==> config.mk <==
export PLATFORM = sky130hd
export DESIGN_NAME = int_to_text_pow2_radix
export DESIGN_NICKNAME = d
export VERILOG_FILES = /design/src/hw/rtl/itt_pkg.sv /design/src/hw/rtl/int_to_text_pow2_radix.sv
export SDC_FILE = /design/constraint.sdc
export NUM_CORES = 1
export LEC_CHECK = 0
export BUFFER_PORTS_ARGS = -buffer_cell sky130_fd_sc_hd__buf_2
export CAP_MARGIN = 20
export CORE_MARGIN = 1.5
export CORE_UTILIZATION = 49
export DETAILED_ROUTE_END_ITERATION = 16
export PLACE_DENSITY = 0.78
export SLEW_MARGIN = 30
export SYNTH_ARGS = -nofsm -noshare
export SYNTH_HDL_FRONTEND = slang
export SYNTH_SLANG_ARGS = --single-unit
==> constraint.sdc <==
create_clock -name clk -period 4.7 [get_ports clk]
set_input_delay 0.47 -clock clk [delete_from_list [all_inputs] [get_ports clk]]
set_output_delay 0.47 -clock clk [all_outputs]
set_load 0.05 [all_outputs]
==> src/hw/rtl/itt_pkg.sv <==
`timescale 1ns / 1ps
// ----------------------------------------------------------------------------
// Integer-to-text shared definitions
// Character codes, accepted base codes and the digit shift type used by the
// power-of-two radix text converter.
// ----------------------------------------------------------------------------
package itt_pkg;

	// Digit shift per base: 1 for base 2 up to 5 for base 32, 0 for a bad base.
	typedef logic [2:0] shift_t;

	// ASCII characters of the text.
	typedef logic [6:0] char_t;

	localparam char_t CHAR_ZERO  = 7'h30;
	localparam char_t CHAR_UPPER = 7'h41;
	localparam char_t CHAR_MINUS = 7'h2D;
	localparam char_t CHAR_NONE  = 7'h00;

	// Accepted base codes.
	localparam logic [5:0] RADIX_2  = 6'd2;
	localparam logic [5:0] RADIX_4  = 6'd4;
	localparam logic [5:0] RADIX_8  = 6'd8;
	localparam logic [5:0] RADIX_16 = 6'd16;
	localparam logic [5:0] RADIX_32 = 6'd32;

	// Widest digit, in bits.
	localparam int DIGIT_MAX_BITS = 5;

	// Digits below this value are decimal characters.
	localparam logic [4:0] DEC_DIGITS = 5'd10;

	// Maps a base to its digit width; zero marks a base that is not accepted.
	function automatic shift_t radix_shift(input logic [5:0] radix);
		shift_t s;
		case (radix)
			RADIX_2:  s = 3'd1;
			RADIX_4:  s = 3'd2;
			RADIX_8:  s = 3'd3;
			RADIX_16: s = 3'd4;
			RADIX_32: s = 3'd5;
			default:  s = 3'd0;
		endcase
		return s;
	endfunction

	// ASCII character of one digit value.
	function automatic char_t digit_char(input logic [4:0] d);
		char_t c;
		if (d < DEC_DIGITS) begin
			c = CHAR_ZERO + {2'b00, d};
		end else begin
			c = CHAR_UPPER + {2'b00, d} - {2'b00, DEC_DIGITS};
		end
		return c;
	endfunction

endpackage

==> src/hw/rtl/int_to_text_pow2_radix.sv <==
`timescale 1ns / 1ps
// ----------------------------------------------------------------------------
// Integer to text, power-of-two radix
// Converts a signed integer to ASCII text in base 2, 4, 8, 16 or 32, one
// character per result, most significant character first.
// ----------------------------------------------------------------------------
// A request is taken when start is high and busy is low. A negative value
// gives its '-' on strobe in the cycle right after the request; digits then
// follow at one per cycle from the leading nonzero digit on, the last one
// flagged by last_char. The digit sequencer walks every digit position of
// the value width, skipping leading zeros silently, so a request keeps busy
// high until the last position has been walked. A zero value or a bad base
// gives its single result in the cycle after the request and leaves busy
// low. The receiver cannot stall: each result is on the ports for exactly
// one cycle, marked by strobe.
module int_to_text_pow2_radix #(
	parameter int VALUE_BITS = 32
) (
	input  logic                  clk,
	input  logic                  arst_n,
	input  logic                  start,
	output logic                  busy,
	input  logic [VALUE_BITS-1:0] value,
	input  logic [5:0]            radix,
	output logic                  strobe,
	output logic [6:0]            text_char,
	output logic                  last_char,
	output logic                  bad_base
);

	import itt_pkg::*;

	// Digit counts for each digit width, and the top padding of the digit register.
	localparam int ND1 = VALUE_BITS;
	localparam int ND2 = (VALUE_BITS + 1) / 2;
	localparam int ND3 = (VALUE_BITS + 2) / 3;
	localparam int ND4 = (VALUE_BITS + 3) / 4;
	localparam int ND5 = (VALUE_BITS + 4) / 5;
	localparam int PAD_MAX = DIGIT_MAX_BITS - 1;
	localparam int SR_BITS = VALUE_BITS + PAD_MAX;
	localparam int CW = $clog2(VALUE_BITS);

	typedef enum logic [0:0] {
		ST_IDLE,
		ST_RUN
	} state_t;

	state_t                  state_q;
	shift_t                  shift_q;
	logic [SR_BITS-1:0]      sr_q;
	logic [CW-1:0]           cnt_q;
	logic                    started_q;

	shift_t                  in_shift;
	logic                    in_neg;
	logic [VALUE_BITS-1:0]   in_mag;
	logic [SR_BITS-1:0]      in_sr;
	logic [CW-1:0]           in_cnt;
	logic [2:0]              in_lsh;
	logic [DIGIT_MAX_BITS-1:0] top_bits;
	logic [DIGIT_MAX_BITS-1:0] digit;
	logic                    emit;
	logic                    accept;

	assign busy   = (state_q != ST_IDLE);
	assign accept = start && !busy;

	// Decode the request: digit width, sign and unsigned magnitude.
	assign in_shift = radix_shift(radix);
	assign in_neg   = value[VALUE_BITS-1];
	assign in_mag   = in_neg ? (~value + 1'b1) : value;

	// Digit count and left alignment so that the leading digit sits at the top.
	always_comb begin
		case (in_shift)
			3'd1: begin
				in_cnt = CW'(ND1 - 1);
				in_lsh = 3'(PAD_MAX - (ND1 * 1 - VALUE_BITS));
			end
			3'd2: begin
				in_cnt = CW'(ND2 - 1);
				in_lsh = 3'(PAD_MAX - (ND2 * 2 - VALUE_BITS));
			end
			3'd3: begin
				in_cnt = CW'(ND3 - 1);
				in_lsh = 3'(PAD_MAX - (ND3 * 3 - VALUE_BITS));
			end
			3'd4: begin
				in_cnt = CW'(ND4 - 1);
				in_lsh = 3'(PAD_MAX - (ND4 * 4 - VALUE_BITS));
			end
			3'd5: begin
				in_cnt = CW'(ND5 - 1);
				in_lsh = 3'(PAD_MAX - (ND5 * 5 - VALUE_BITS));
			end
			default: begin
				in_cnt = '0;
				in_lsh = '0;
			end
		endcase
	end

	assign in_sr = {{PAD_MAX{1'b0}}, in_mag} << in_lsh;

	// Current digit: the top shift_q bits of the digit register.
	assign top_bits = sr_q[SR_BITS-1 -: DIGIT_MAX_BITS];
	assign digit    = top_bits >> (3'(DIGIT_MAX_BITS) - shift_q);

	// A digit is emitted once the leading nonzero digit is reached.
	assign emit = started_q || (digit != '0) || (cnt_q == '0);

	// Sequencer state and registered result ports.
	always_ff @(posedge clk or negedge arst_n) begin
		if (!arst_n) begin
			state_q   <= ST_IDLE;
			shift_q   <= '0;
			sr_q      <= '0;
			cnt_q     <= '0;
			strobe    <= 1'b0;
			text_char <= CHAR_NONE;
			last_char <= 1'b0;
			bad_base  <= 1'b0;
			started_q <= 1'b0;
		end else begin
			strobe <= 1'b0;
			case (state_q)
				ST_IDLE: begin
					if (accept) begin
						shift_q   <= in_shift;
						sr_q      <= in_sr;
						cnt_q     <= in_cnt;
						started_q <= 1'b0;
						if (in_shift == '0) begin
							strobe    <= 1'b1;
							text_char <= CHAR_NONE;
							last_char <= 1'b1;
							bad_base  <= 1'b1;
						end else if (value == '0) begin
							strobe    <= 1'b1;
							text_char <= CHAR_ZERO;
							last_char <= 1'b1;
							bad_base  <= 1'b0;
						end else begin
							state_q <= ST_RUN;
							if (in_neg) begin
								strobe    <= 1'b1;
								text_char <= CHAR_MINUS;
								last_char <= 1'b0;
								bad_base  <= 1'b0;
							end
						end
					end
				end
				ST_RUN: begin
					sr_q  <= sr_q << shift_q;
					cnt_q <= cnt_q - 1'b1;
					if (emit) begin
						started_q <= 1'b1;
						strobe    <= 1'b1;
						text_char <= digit_char(digit);
						last_char <= (cnt_q == '0);
						bad_base  <= 1'b0;
					end
					if (cnt_q == '0) begin
						state_q <= ST_IDLE;
					end
				end
				default: begin
					state_q <= ST_IDLE;
				end
			endcase
		end
	end

	// A bad base result is always a single, empty character.
	a_bad_single: assert property (@(posedge clk) disable iff (!arst_n)
		(strobe && bad_base) |-> (last_char && text_char == CHAR_NONE))
		else $error("bad base result is not a single empty character");

	// The last digit position ends the conversion with a flagged result.
	a_run_ends: assert property (@(posedge clk) disable iff (!arst_n)
		(state_q == ST_RUN && cnt_q == '0) |=> (state_q == ST_IDLE && strobe && last_char))
		else $error("conversion did not end with a last character");

	// A request for a bad base never enters the digit loop.
	a_bad_no_run: assert property (@(posedge clk) disable iff (!arst_n)
		(accept && in_shift == '0) |=> (state_q == ST_IDLE))
		else $error("bad base entered digit loop");

endmodule

== After elaboration in Yosys (flattened, before gate mapping) ==
Index checks and enable logic that the tools add are counted.

* $add $sub $neg: 6
* Magnitude comparators: 1
* Equality and inequality tests: 13
* Shift operators: 3
* Muxes and demuxes: 40
* Bitwise operators: 2
* Reductions and logical operators: 12

{| class="wikitable"
|+ Operator list
! operator !! number
|-
| $pmux W36 S2 || 1
|-
| $mux W7 || 6
|-
| $mux W36 || 1
|-
| $shl A32 B3 Y36 || 1
|-
| $shl A36 B3 Y36 || 1
|-
| $add A32 B1 Y32 const B || 1
|-
| $logic_not A32 Y1 || 1
|-
| $mux W32 || 1
|-
| $not A32 Y32 || 1
|-
| $pmux W5 S5 || 1
|-
| $mux W1 || 20
|-
| $pmux W3 S5 || 1
|-
| $pmux W7 S2 || 1
|-
| $pmux W1 S2 || 5
|-
| $pmux W5 S2 || 1
|-
| $pmux W3 S3 || 1
|-
| $add A6 B5 Y7 const A || 1
|-
| $add A7 B5 Y7 const A || 1
|-
| $sub A7 B4 Y7 const B || 1
|-
| $eq A3 B2 Y1 const B || 2
|-
| $eq A3 B3 Y1 const B || 2
|-
| $eq A6 B2 Y1 const B || 1
|-
| $eq A6 B3 Y1 const B || 1
|-
| $eq A6 B4 Y1 const B || 1
|-
| other kinds (21) || 23
|}

* Register bits: 56
* Output and inout port bits: 11
* Word-level logic and storage cells: 86

== Depth between registers and ports, before layout ==
* Word-level depth: 8
* Depth in mapped cells: 14
* Gate-level depth less buffers: 12

== Worst setup path after synthesis ==
OpenSTA, ideal clock, no wires.

* Path kind: input port to flip-flop
* Start: input port radix[3]
* End: register sr_q[35]
* Setup time: 0.127 ns
* Arrival: 3.246 ns
* Data required time: 4.573 ns
* Setup slack: 1.326 ns
* Stages: 13
* Buffers on the path: 2
* Cells stage by stage: buf_2 -> or4_1 -> nor2_1 -> inv_1 -> ha_1 -> or3b_2 -> a21oi_1 -> o21ai_1 -> a21oi_2 -> nor2_1 -> buf_2 -> a222oi_1 -> inv_1

* Longest elaborated chain between the ends: 8

{| class="wikitable"
|+ Ends and longest elaborated chain
! item !! RTL line !! text
|-
| start: declaration || int_to_text_pow2_radix.sv:24 || <nowiki>input logic [5:0] radix,</nowiki>
|-
| $eq A6 B6 Y1, or another cell as far along || itt_pkg.sv:36 || <nowiki>case (radix)</nowiki>
|-
| $pmux W3 S5 (*) || itt_pkg.sv:36 ||
|-
| $eq A3 B3 Y1, or another cell as far along || int_to_text_pow2_radix.sv:75 || <nowiki>case (in_shift)</nowiki>
|-
| $reduce_or A3 Y1 (no line) || - ||
|-
| $pmux W3 S3 (*) || int_to_text_pow2_radix.sv:75 ||
|-
| $shl A32 B3 Y36 (*) || int_to_text_pow2_radix.sv:103 || <nowiki>assign in_sr = {{PAD_MAX{1'b0}}, in_mag} << in_lsh;</nowiki>
|-
| $mux W36 (*) || int_to_text_pow2_radix.sv:128 || <nowiki>if (accept) begin</nowiki>
|-
| $pmux W36 S2 (*) || int_to_text_pow2_radix.sv:126 || <nowiki>case (state_q)</nowiki>
|-
| end signal: assignment || int_to_text_pow2_radix.sv:130 || <nowiki>sr_q <= in_sr;</nowiki>
|-
| end signal: assignment || int_to_text_pow2_radix.sv:155 || <nowiki>sr_q <= sr_q << shift_q;</nowiki>
|-
| end: declaration || int_to_text_pow2_radix.sv:50 || <nowiki>logic [SR_BITS-1:0] sr_q;</nowiki>
|}

Every way passes the cells marked *; elsewhere a longest branch is shown, timed or not. The select of a mux whose other input is x is not followed.
A chain may end at the register's enable or synchronous reset.

== Final worst setup path ==
* Start: input port radix[5]
* End: register sr_q[10]

The elaborated chain is that of the path after synthesis.

==> impl_metrics.py <==
metrics = {
    "timing": {
        "maxSlewHeadroom_pct": 38.9,
        "max_freq_ghz": 0.273,
        "setup_violations": 0,
        "slew_viol_final": 0,
        "hold_viol_final": 0,
        "worst_slew_pin_slew_ps": 913,
        "fin_crit_ps": 3660,
        "min_period_over_period_pct": 77.9,
        "tns_ps": 0,
        "grt_setup_unrepaired": "false",
        "worst_clock_skew_ps": 6.53,
    },
    "pwr": {
        "vdd_drop_max_mv": 0.194,
        "pwr-share-comb_pct": 49.6,
        "p_sw_share_pct": 45.0,
        "intPower_w": 0.00135,
        "p_switching_w": 0.00110,
        "p_seq_share_pct": 34.3,
        "finalPower_w": 0.00245,
        "pwr-share-clk_pct": 16.1,
        "leakagePower_nw": 2.43,
        "power_density_nw_per_um2": 403,
    },
    "layout": {
        "diodes": 0,
        "fin_nets": 774,
        "drive_gt1_share_pct": 16.9,
        "fill_cells": 1007,
        "area_growth_pct": 7.82,
        "design_area_um2": 6070,
    },
    "logic_synthesis": {
        "yosys_warnings": 0,
        "synth_top_cells_by_area": "dfrtp_1 (25%), nand2_1 (6.5%), mux2i_1 (5.7%), o21ai_0 (4.4%), a21oi_1 (4.3%)",
        "ys_ff_latch": 56,
        "syn_area_per_cell_um2": 7.92,
        "yosysSeqAreaShare_pct": 24.9,
        "synth_edf_count": 0,
        "ys.flop_type": "dfrtp_1",
        "synthCells": 711,
        "synthesis.area_um2": 5630,
        "ys_top_cells_by_count": "nand2_1 (97), dfrtp_1 (56), o21ai_0 (49)",
        "synth_cell_type_count": 71,
        "yosysMostFrequentCell": "nand2_1",
        "syn-num-nets": 760,
        "async_reset_ff_share_pct": 100,
        "synth_top_area_share_pct": 24.9,
        "synth_area_leader_cell": "dfrtp_1",
    },
    "floorplanning": {
        "start_util_pct": 51.1,
        "die_w_um": 110,
        "core_area_um2": 11000,
        "die_y_um": 110,
        "io_pins": 52,
        "num_rows": 38,
        "dieArea_um2": 12200,
    },
    "routing": {
        "via_per_inst": 6.68,
        "routedWlPerCell_um": 18.7,
        "drt-pass1-iter-count": 5,
        "drc": 0,
        "antenna_left": 0,
        "via_count": 5784,
        "drtIter0Drc": 705,
        "wirelength_um": 16200,
    },
    "grt": {
        "grt_max_degree": 57,
        "track_usage_pct": 27.5,
        "gr-total-overflow": 0,
        "grt_pass1_vias": 5093,
        "antenna_found_initial": 0,
        "grt_pass1_wl_um": 26200,
    },
    "clocking": {
        "cts_tree": "yes",
        "htree_num_levels": 2,
        "clock_latency_ps": 300,
        "clk_pin_slew_ps": 80,
        "holdBufCountCts": 0,
        "clock-sinks": 56,
        "numCtsBuffers": 5,
        "cts_setup_buffers": 0,
        "clockBufferDepth": 2,
        "cts_resized": 0,
        "cts_root_buf": "clkbuf_16",
    },
    "run_status": {
        "outcome": "finished, final reports clean",
    },
    "run": {
        "max_cap_viol_count": 0,
    },
    "min_path": {
        "hold_class": "in2async",
    },
    "worst_setup_path": {
        "required_ps": 4900,
        "critPathMaxFanout": 12,
        "cp-end-kind": "flop",
        "worstPathArrival_ps": 3860,
        "crit_path_start_kind": "input port",
        "critPathKind": "in2reg",
    },
    "placement": {
        "port_buffers": 51,
        "globalplace.congestion": 0.937,
        "hpwl_um": 11900,
        "placed_area_um2": 5920,
    },
}
sequential cells by signal, summed over array words and instances (netlist names):
signal / flops
sr_q: 36
last_char: 1
strobe: 1
started_q: 1
busy: 1
text_char: 7
bad_base: 1
cnt_q: 5
shift_q: 3
power by group through the flow:
stage          Sequential (W)  Clock, W  Combinational [W]
6_report             0.000839  0.000395            0.00121
5_1_grt              0.000854  0.000418            0.00133
4_1_cts              0.000826  0.000397            0.00119
3_5_place_dp         0.000834         0            0.00119
3_3_place_gp         0.000825         0            0.00116
2_1_floorplan        0.000856         0           0.000828
final cells by class:
class,instances,area (um2),area share (%)
sequential,56,1400,23.1
inverter,21,78.8,1.30
timing repair buffer,61,330,5.44
clock inverter,3,26.3,0.433
multi-input combinational,580,3940,64.8
tap,140,175,2.88
clock buffer,5,125,2.06
path summary, 6_finish.rpt:
path                                          start                        to  slack, ps  depth (start not counted)
max                                        radix[5]      sr_q[10]$_DFFE_PN0P_       1040                         12
min                                          arst_n      cnt_q[1]$_DFFE_PN0P_        300                          2
max in group asynchronous                    arst_n    shift_q[0]$_DFFE_PN0P_       3900                          2
max reg2reg                  shift_q[0]$_DFFE_PN0P_  text_char[4]$_DFFE_PN0P_       1510                          9
min in group clk           text_char[1]$_DFFE_PN0P_  text_char[1]$_DFFE_PN0P_        480                          1
min reg2reg                text_char[1]$_DFFE_PN0P_  text_char[1]$_DFFE_PN0P_        480                          1
layer usage:
metal	up-vias	GRT usage (%)	wire, um	part of all wire [%]
met5	-	0	0	0
met4	0	7.05	227	1.4
met3	20	4.59	1580	9.8
met2	348	41.4	7110	44
met1	2722	40.8	7270	45
li1	2694	-	-	-
logic make-up after synthesis:
group	synth area share, %
DFF	24.9
and+or+nand+nor	20.6
buffers and inverters	5.29
xor gates and xnor gates	5.73
AOI/OAI and AO/OA	28.3
adders and majority gates	1.78
muxes	13.5
critical path, cell delays in order:
cell	delay, ps
buf_2	140
xnor2_1	160
or4_1	450
nor2_1	160
inv_1	100
ha_1	210
or3b_2	440
a21oi_1	220
o21ai_1	220
nor2_1	760
a221oi_1	260
o221ai_1	260
cells in the final DEF, fill, tap and decap left out, types with 9 or more instances in the layout:
cell,n
and3_1,23
o21ai_0,49
o221ai_1,18
a31oi_1,12
nor3_1,11
nand2_1,97
nand3_1,13
dfrtp_1,54
a22oi_1,9
mux2i_1,32
a21oi_1,48
xor2_1,24
buf_4,10
xnor2_1,11
mux2_2,20
nor2_1,46
buf_2,51
o22ai_1,12
o21ai_1,10
o211ai_1,17
inv_1,19
stage by stage:
step                hold WS, ps  std cells  setup WS (ps)  util (%)
detailed placement          469        858            858      53.7
CTS                         329        866           1170      55.1
global placement            464        858            993      53.7
floorplan                   174        711           1330         -
global route                377        866            822      55.1
finish                      299        866           1040      55.1
No activity file was read; power rests on OpenSTA's default activity.
